[src/hw/rtl/pls_pkg.sv]
package pls_pkg;

    // Fixed field widths of the request and response words
    localparam int MODE_W     = 3;
    localparam int POS_W      = 7;
    localparam int VAL_W      = 32;
    localparam int STATUS_W   = 3;

    // Default list capacity
    localparam int CAPACITY_DEF = 64;

    // Request modes
    localparam logic [MODE_W-1:0] MODE_INSERT = 3'd0;
    localparam logic [MODE_W-1:0] MODE_DELETE = 3'd1;
    localparam logic [MODE_W-1:0] MODE_READ   = 3'd2;
    localparam logic [MODE_W-1:0] MODE_LOCATE = 3'd3;
    localparam logic [MODE_W-1:0] MODE_PRIOR  = 3'd4;
    localparam logic [MODE_W-1:0] MODE_NEXT   = 3'd5;
    localparam logic [MODE_W-1:0] MODE_CLEAR  = 3'd6;

    // Response status codes
    localparam logic [STATUS_W-1:0] ST_OK           = 3'd0;
    localparam logic [STATUS_W-1:0] ST_BAD_POS      = 3'd1;
    localparam logic [STATUS_W-1:0] ST_NOT_FOUND    = 3'd2;
    localparam logic [STATUS_W-1:0] ST_NO_NEIGHBOUR = 3'd3;
    localparam logic [STATUS_W-1:0] ST_FULL         = 3'd4;

    typedef struct packed {
        logic [MODE_W-1:0]       mode;
        logic [POS_W-1:0]        position;
        logic signed [VAL_W-1:0] value_in;
    } pls_req_t;

    typedef struct packed {
        logic [STATUS_W-1:0]     status;
        logic signed [VAL_W-1:0] value_out;
        logic [POS_W-1:0]        found_position;
        logic [POS_W-1:0]        list_length;
        logic                    list_empty;
    } pls_rsp_t;

    // Engine status toward the top level
    typedef struct packed {
        logic idle;
        logic done;
    } pls_eng_stat_t;

endpackage

[src/hw/rtl/pls_stream_if.sv]
interface pls_stream_if #(
    parameter type payload_t = logic
);
    logic     valid;
    logic     ready;
    payload_t payload;

    modport source (output valid, output payload, input ready);
    modport sink (input valid, input payload, output ready);
endinterface

[src/hw/rtl/positional_list_store_core.sv]
// Operation: insert at position p shifts the entries from the tail down to p, then writes
//   the new word; delete reads entry p, then moves the later entries up; searches scan from the head.
// Throughput: one request at a time; the element memory port walks one entry per cycle.
//   A new request is taken while the previous response still waits in the output register.
// Reset: rst_n asynchronous, active low; the list comes up empty, no clearing pass.
module positional_list_store_core
    import pls_pkg::*;
#(
    parameter int CAPACITY = CAPACITY_DEF
)
(
    input  logic         clk,
    input  logic         rst_n,
    pls_stream_if.sink   req,
    pls_stream_if.source rsp
);

    pls_eng_stat_t eng_stat;
    pls_rsp_t      eng_res;
    logic          start;
    logic          res_take;

    logic          out_valid_reg;
    pls_rsp_t      out_data_reg;

    // Accept a request word only while the engine sits idle
    assign req.ready = eng_stat.idle;
    assign start     = req.valid && req.ready;

    // Move a finished result into the output register once it is free or draining
    assign res_take  = eng_stat.done && (!out_valid_reg || rsp.ready);

    pls_engine #(
        .CAPACITY (CAPACITY)
    ) u_engine (
        .clk   (clk),
        .rst_n (rst_n),
        .start (start),
        .req   (req.payload),
        .take  (res_take),
        .stat  (eng_stat),
        .res   (eng_res)
    );

    // Output register: hold the response word until the sink takes it
    always_ff @(posedge clk or negedge rst_n)
    begin
        if (!rst_n)
        begin
            out_valid_reg <= 1'b0;
        end
        else if (res_take)
        begin
            out_valid_reg <= 1'b1;
        end
        else if (rsp.ready)
        begin
            out_valid_reg <= 1'b0;
        end
    end

    always_ff @(posedge clk)
    begin
        if (res_take)
        begin
            out_data_reg <= eng_res;
        end
    end

    assign rsp.valid   = out_valid_reg;
    assign rsp.payload = out_data_reg;

    // The engine never takes a new request while a result is pending inside it
    a_busy_when_done: assert property (@(posedge clk) disable iff (!rst_n)
        eng_stat.done |-> !req.ready)
        else $error("request accepted while engine result pending");

    // A result handed over shows up on the output next cycle
    a_take_shows: assert property (@(posedge clk) disable iff (!rst_n)
        res_take |=> rsp.valid)
        else $error("taken result missing on output");

    // A full report means the list really holds CAPACITY words
    a_full_len: assert property (@(posedge clk) disable iff (!rst_n)
        (rsp.valid && rsp.payload.status == ST_FULL) |->
        (rsp.payload.list_length == POS_W'(CAPACITY) && !rsp.payload.list_empty))
        else $error("full status with wrong length");

    // Only a successful search reports a position
    a_fpos_ok: assert property (@(posedge clk) disable iff (!rst_n)
        (rsp.valid && rsp.payload.found_position != '0) |-> rsp.payload.status == ST_OK)
        else $error("found position with error status");

endmodule

[src/hw/rtl/pls_engine.sv]
module pls_engine
    import pls_pkg::*;
#(
    parameter int CAPACITY = CAPACITY_DEF
)
(
    input  logic          clk,
    input  logic          rst_n,
    input  logic          start,
    input  pls_req_t      req,
    input  logic          take,
    output pls_eng_stat_t stat,
    output pls_rsp_t      res
);

    localparam int AW = (CAPACITY > 1) ? $clog2(CAPACITY) : 1;
    localparam int CW = $clog2(CAPACITY + 1);
    localparam int PW = ((CW > POS_W) ? CW : POS_W) + 1;

    typedef enum logic [8:0] {
        S_IDLE      = 9'b000000001,
        S_INS_SHIFT = 9'b000000010,
        S_INS_PUT   = 9'b000000100,
        S_DEL_GET   = 9'b000001000,
        S_DEL_SHIFT = 9'b000010000,
        S_RD_WAIT   = 9'b000100000,
        S_SEARCH    = 9'b001000000,
        S_NB_WAIT   = 9'b010000000,
        S_DONE      = 9'b100000000
    } state_t;

    state_t                state_reg, state_next;
    logic [CW-1:0]         count_reg, count_next;
    logic [AW-1:0]         idx_reg, idx_next;
    logic [AW-1:0]         k_reg, k_next;
    logic [AW-1:0]         last_reg, last_next;
    logic [MODE_W-1:0]     mode_reg, mode_next;
    logic [VAL_W-1:0]      val_reg, val_next;
    logic [VAL_W-1:0]      prev_reg, prev_next;
    logic [STATUS_W-1:0]   status_reg, status_next;
    logic [VAL_W-1:0]      vout_reg, vout_next;
    logic [POS_W-1:0]      fpos_reg, fpos_next;

    // Element store: one write port, one registered read port
    logic [VAL_W-1:0]      mem [CAPACITY];
    logic [AW-1:0]         rd_addr;
    logic [VAL_W-1:0]      rd_data_reg;
    logic                  wr_en;
    logic [AW-1:0]         wr_addr;
    logic [VAL_W-1:0]      wr_data;

    logic [PW-1:0]         pos_ext;
    logic [PW-1:0]         cnt_ext;
    logic [AW-1:0]         req_k;
    logic [AW-1:0]         cnt_last;

    always_ff @(posedge clk)
    begin
        if (wr_en)
        begin
            mem[wr_addr] <= wr_data;
        end
        rd_data_reg <= mem[rd_addr];
    end

    assign pos_ext  = PW'(req.position);
    assign cnt_ext  = PW'(count_reg);
    assign req_k    = AW'(pos_ext - PW'(1));
    assign cnt_last = AW'(cnt_ext - PW'(1));

    always_comb
    begin
        state_next  = state_reg;
        count_next  = count_reg;
        idx_next    = idx_reg;
        k_next      = k_reg;
        last_next   = last_reg;
        mode_next   = mode_reg;
        val_next    = val_reg;
        prev_next   = prev_reg;
        status_next = status_reg;
        vout_next   = vout_reg;
        fpos_next   = fpos_reg;
        rd_addr     = idx_reg;
        wr_en       = 1'b0;
        wr_addr     = idx_reg;
        wr_data     = rd_data_reg;

        case (state_reg)
            S_IDLE:
            begin
                if (start)
                begin
                    mode_next   = req.mode;
                    val_next    = req.value_in;
                    status_next = ST_OK;
                    vout_next   = '0;
                    fpos_next   = '0;
                    k_next      = req_k;
                    last_next   = cnt_last;
                    state_next  = S_DONE;
                    case (req.mode)
                        MODE_INSERT:
                        begin
                            if (pos_ext == '0 || pos_ext > cnt_ext + PW'(1))
                            begin
                                status_next = ST_BAD_POS;
                            end
                            else if (cnt_ext >= PW'(CAPACITY))
                            begin
                                status_next = ST_FULL;
                            end
                            else if (pos_ext == cnt_ext + PW'(1))
                            begin
                                state_next = S_INS_PUT;
                            end
                            else
                            begin
                                // start the shift from the tail
                                rd_addr    = cnt_last;
                                idx_next   = cnt_last;
                                state_next = S_INS_SHIFT;
                            end
                        end
                        MODE_DELETE, MODE_READ:
                        begin
                            if (pos_ext == '0 || pos_ext > cnt_ext)
                            begin
                                status_next = ST_BAD_POS;
                            end
                            else
                            begin
                                rd_addr    = req_k;
                                state_next = (req.mode == MODE_DELETE) ? S_DEL_GET : S_RD_WAIT;
                            end
                        end
                        MODE_LOCATE, MODE_PRIOR, MODE_NEXT:
                        begin
                            if (count_reg == '0)
                            begin
                                status_next = ST_NOT_FOUND;
                            end
                            else
                            begin
                                rd_addr    = '0;
                                idx_next   = '0;
                                state_next = S_SEARCH;
                            end
                        end
                        MODE_CLEAR:
                        begin
                            count_next = '0;
                        end
                        default:
                        begin
                            status_next = ST_OK;
                        end
                    endcase
                end
            end

            S_INS_SHIFT:
            begin
                wr_en   = 1'b1;
                wr_addr = idx_reg + AW'(1);
                wr_data = rd_data_reg;
                if (idx_reg == k_reg)
                begin
                    state_next = S_INS_PUT;
                end
                else
                begin
                    rd_addr  = idx_reg - AW'(1);
                    idx_next = idx_reg - AW'(1);
                end
            end

            S_INS_PUT:
            begin
                wr_en      = 1'b1;
                wr_addr    = k_reg;
                wr_data    = val_reg;
                count_next = count_reg + CW'(1);
                state_next = S_DONE;
            end

            S_DEL_GET:
            begin
                vout_next = rd_data_reg;
                if (k_reg == last_reg)
                begin
                    count_next = count_reg - CW'(1);
                    state_next = S_DONE;
                end
                else
                begin
                    rd_addr    = k_reg + AW'(1);
                    idx_next   = k_reg + AW'(1);
                    state_next = S_DEL_SHIFT;
                end
            end

            S_DEL_SHIFT:
            begin
                wr_en   = 1'b1;
                wr_addr = idx_reg - AW'(1);
                wr_data = rd_data_reg;
                if (idx_reg == last_reg)
                begin
                    count_next = count_reg - CW'(1);
                    state_next = S_DONE;
                end
                else
                begin
                    rd_addr  = idx_reg + AW'(1);
                    idx_next = idx_reg + AW'(1);
                end
            end

            S_RD_WAIT:
            begin
                vout_next  = rd_data_reg;
                state_next = S_DONE;
            end

            S_SEARCH:
            begin
                if (rd_data_reg == val_reg)
                begin
                    state_next = S_DONE;
                    case (mode_reg)
                        MODE_LOCATE:
                        begin
                            fpos_next = POS_W'(PW'(idx_reg) + PW'(1));
                        end
                        MODE_PRIOR:
                        begin
                            if (idx_reg == '0)
                            begin
                                status_next = ST_NO_NEIGHBOUR;
                            end
                            else
                            begin
                                vout_next = prev_reg;
                            end
                        end
                        default:
                        begin
                            if (idx_reg == last_reg)
                            begin
                                status_next = ST_NO_NEIGHBOUR;
                            end
                            else
                            begin
                                rd_addr    = idx_reg + AW'(1);
                                state_next = S_NB_WAIT;
                            end
                        end
                    endcase
                end
                else
                begin
                    prev_next = rd_data_reg;
                    if (idx_reg == last_reg)
                    begin
                        status_next = ST_NOT_FOUND;
                        state_next  = S_DONE;
                    end
                    else
                    begin
                        rd_addr  = idx_reg + AW'(1);
                        idx_next = idx_reg + AW'(1);
                    end
                end
            end

            S_NB_WAIT:
            begin
                vout_next  = rd_data_reg;
                state_next = S_DONE;
            end

            S_DONE:
            begin
                if (take)
                begin
                    state_next = S_IDLE;
                end
            end

            default:
            begin
                state_next = S_IDLE;
            end
        endcase
    end

    always_ff @(posedge clk or negedge rst_n)
    begin
        if (!rst_n)
        begin
            state_reg <= S_IDLE;
            count_reg <= '0;
        end
        else
        begin
            state_reg <= state_next;
            count_reg <= count_next;
        end
    end

    always_ff @(posedge clk)
    begin
        idx_reg    <= idx_next;
        k_reg      <= k_next;
        last_reg   <= last_next;
        mode_reg   <= mode_next;
        val_reg    <= val_next;
        prev_reg   <= prev_next;
        status_reg <= status_next;
        vout_reg   <= vout_next;
        fpos_reg   <= fpos_next;
    end

    assign stat.idle = (state_reg == S_IDLE);
    assign stat.done = (state_reg == S_DONE);

    assign res.status         = status_reg;
    assign res.value_out      = vout_reg;
    assign res.found_position = fpos_reg;
    assign res.list_length    = POS_W'(count_reg);
    assign res.list_empty     = (count_reg == '0);

endmodule

[src/flat_wrapper.sv]
// flat-port wrapper written by rule: the top's interface ports become plain ports
module positional_list_store_core_flat import pls_pkg::*;
#(
    parameter int CAPACITY = CAPACITY_DEF
)
  (clk, rst_n, req_valid, req_payload, req_ready, rsp_valid, rsp_payload, rsp_ready);
  pls_stream_if #(.payload_t(pls_req_t)) req_i ();
  pls_stream_if #(.payload_t(pls_rsp_t)) rsp_i ();
  input  logic clk;
  input  logic rst_n;
  input wire logic [$bits(req_i.valid)-1:0] req_valid;
  input wire logic [$bits(req_i.payload)-1:0] req_payload;
  output wire logic [$bits(req_i.ready)-1:0] req_ready;
  output wire logic [$bits(rsp_i.valid)-1:0] rsp_valid;
  output wire logic [$bits(rsp_i.payload)-1:0] rsp_payload;
  input wire logic [$bits(rsp_i.ready)-1:0] rsp_ready;
  assign req_i.valid = req_valid;
  assign req_i.payload = req_payload;
  assign req_ready = req_i.ready;
  assign rsp_valid = rsp_i.valid;
  assign rsp_payload = rsp_i.payload;
  assign rsp_i.ready = rsp_ready;
  positional_list_store_core #(.CAPACITY(CAPACITY)) u_core (.clk(clk), .rst_n(rst_n), .req(req_i), .rsp(rsp_i));
endmodule
[config.mk]
export PLATFORM = sky130hd
export DESIGN_NAME = positional_list_store_core_flat
export DESIGN_NICKNAME = d
export VERILOG_FILES = /design/src/hw/rtl/pls_pkg.sv /design/src/hw/rtl/pls_stream_if.sv /design/src/hw/rtl/positional_list_store_core.sv /design/src/hw/rtl/pls_engine.sv /design/src/flat_wrapper.sv
export SDC_FILE = /design/constraint.sdc
export NUM_CORES = 2
export LEC_CHECK = 0
export ABC_AREA = 1
export BUFFER_PORTS_ARGS = -buffer_cell sky130_fd_sc_hd__buf_2
export CORE_MARGIN = 5
export CORE_UTILIZATION = 45
export CTS_CLUSTER_SIZE = 40
export DETAILED_ROUTE_END_ITERATION = 6
export GPL_ROUTABILITY_DRIVEN = 0
export PLACE_DENSITY_LB_ADDON = 0.05
export SYNTH_ARGS = -nofsm -noshare
export SYNTH_HDL_FRONTEND = slang
export SYNTH_SLANG_ARGS = --single-unit
[constraint.sdc]
create_clock -name clk -period 10.4 [get_ports clk]
set_input_delay 0.52 -clock clk [delete_from_list [all_inputs] [get_ports clk]]
set_output_delay 0.52 -clock clk [all_outputs]
set_load 0.05 [all_outputs]
==> summary.txt <==
Violation count after the first detailed-route iteration - 7014
Outcome - finished clean
Die height - 483.3 um
Synth warnings - 0
Antenna violations before repair - 12
Initial core utilization - 45.31%
Top cell type's share of synthesized area - 66.28%
Largest net degree at the start of global routing - 185
Max Fclk - 150.4 MHz
Slowest CP cell - buf_4
Fin crit period - 6.647 ns
Post-cts sizing count - 0
Die Width - 483.3 um
Reg clk slew, reported paths - 0.07 ns
Die area - 233600 um^2
Worst Tran Pin Value - 1.272 ns
CTS tree - done
Post-Synthesis Net Count - 9199
Std cell rows - 173
Seq/Total Area, Yosys - 67.33%
Gr ovfl total - 0
Synthesized flop and latch total - 2274
Avg Synthesized Cell Area - 11.05 um^2
H-tree levels - 4
Leading cell type by number of instances after synthesis - edfxtp_1
Worst-path maximum fanout - 76
Routed len/inst - 26.38 um
Final Cycle Share - 63.92%
Post-CTS Setup Bufs - 0
Hold buffer count at CTS - 37
Max-cap check violation count - 0
Vias in the first global route - 65048
Reg with most FFs - u_core.u_engine.mem
Worst Path Arrival - 7.39 ns
Final WL - 324000 um
Number of flops mapped to enable cells by yosys - 2225
Final hold vios - 0
Layout Skew - 0.03178 ns
Share of cells above drive strength 1 - 8.104%
CTS buffer count - 239
Setup violators final - 0
Critical path class - register to register
PortBufs - 97
Nets - 9170
Unrepaired setup endpoints after global routing - false
Max FFs per register - 2048
Rel. slew slack - 14.87%
Top cells by count, synth - edfxtp_1 (2225), nand3_1 (2200), nand2_1 (1554)
Ys async rst share - 0.7476%
Clk_lat worst skew - 0.88 ns
Area of the mapped netlist - 100800 um^2
Distinct cells, synth - 54
Tot GR Track Use - 26.98%
Detailed Routing Iterations Pass 1 - 6
Cells after synthesis - 9124
Number of max-slew violations in the final report - 0
Startpoint types - register
Ports - 98
Most common cell on crit path - nand3_1
Crit-path leading delay family - simple AND/OR/NAND/NOR gates
CP Buf/Inv Count - 4
Kind of end point of the critical path - register
Slowest stage delay, CP - 0.71 ns
Sink Count - 2274
Syn-to-layout area delta - 11.52%
Hold crit path type - primary input to register
First-pass GRT wire length - 466900 um
Root Buffer - clkbuf_16
CP required - 11.14 ns
Synth Flop Type - edfxtp_1
Area contributors post-synth - edfxtp_1 (66%), nand3_1 (11%), nand2_1 (5.8%)
CP Cell Sequence - inv_1 > nor2_2 > nand3_1 > xor2_1 > ha_1 > nand3_1 > inv_1 > nand3_2 > a21boi_1 > nand2_1 > nand3_1 > nand2_1 > nand2_1 > nand2_8 > nand2_8 > buf_4 > buf_4 > nand2_1 > nand3_1 > nand3_1 > nand3_1 > nand3_1 > nand3_1 > nand2_1
Via density - 5.572
Residual DRC - 0
DR vias - 68453
Setup_tns - 0 ns
Clk buf depth - 3
Hpwl dp - 165200 um
Core Area - 222500 um^2
Largest area contributor in the netlist - edfxtp_1
Post-route ant nets - 0
-- metrics by stage --
step	area (um^2)	worst slack (ns)	cells	utilization, %	hold WS, ns
after floorplan	100800	3.092	9124	-	0.2244
after global placement	104700	3.773	11792	47.04	0.4007
after detailed placement	104700	3.829	11792	47.04	0.4045
after CTS	112400	3.786	12279	50.52	0.005612
after global routing	112400	3.325	12280	50.52	0.04222
final	112400	3.753	12285	50.53	0.08122
-- path summary, 6_finish.rpt --
| path | from | to | slack (ns) | cells after the start |
|---|---|---|---|---|
| max | u_core.u_engine.count_reg[0] | u_core.u_engine.rd_data_reg[2] | 3.75 | 24 |
| min reg2reg | u_core.u_engine.vout_reg[11] | u_core.rsp.payload[26] | 0.42 | 0 |
| max in group asynchronous | rst_n | u_core.u_engine.state_reg[0] | 9.94 | 2 |
| max reg2reg | u_core.u_engine.count_reg[0] | u_core.u_engine.rd_data_reg[2] | 3.75 | 24 |
| min in group asynchronous | rst_n | u_core.u_engine.count_reg[5] | 0.13 | 2 |
| min | req_payload[32] | u_core.u_engine.k_reg[0] | 0.08 | 2 |
-- cells in the final DEF (no fill, tap or decap), drive strengths merged, types with 11 or more instances in the layout --
cell and instances:
a21oi 31, a22o 11, buf 269, clkbuf 330
clkinv 104, dfrtp 16, dfxtp 32, dlygate4sd3 37
edfxtp 2225, ha 28, inv 1338, nand2 1563
nand3 2203, nand3b 737, nand4 16, nor2 147
nor3 18, o21ai 76, xnor2 25, xor2 28
-- final cells by class --
type                            instances  area [um^2]
Antenna cell                            6        15.01
Clock buffer                          330         6600
Timing Repair Buffer                  306         2385
Fill cell                           19875       110100
Clock inverter                        120        777.0
Multi-Input combinational cell       4940        26020
Inverter                             1334         5029
Tap cell                             2975         3722
Sequential cell                      2274        67880
-- layer usage --
layer	global-route usage, %	wire (um)
met1	38.50	141700
met4	10.14	13510
met3	4.273	23290
met5	0	53
met2	41.85	145500
-- kinds of logic (layout without fill, tap and decap cells) --
family	after synthesis	count (layout)	share of synthesized area, %
other	0	6	0
XOR/XNOR	53	53	0.4605
adder cells (fa/ha/maj)	29	29	0.3674
AO/OA/AOI/OAI	164	164	0.9644
flip-flops	2274	2274	67.33
buffers and inverters	1910	2090	7.706
AND/OR/NAND/NOR	4694	4694	23.17
Power is not shown: default switching activity piles up to over one toggle a cycle in this logic, so the estimate is an artifact.
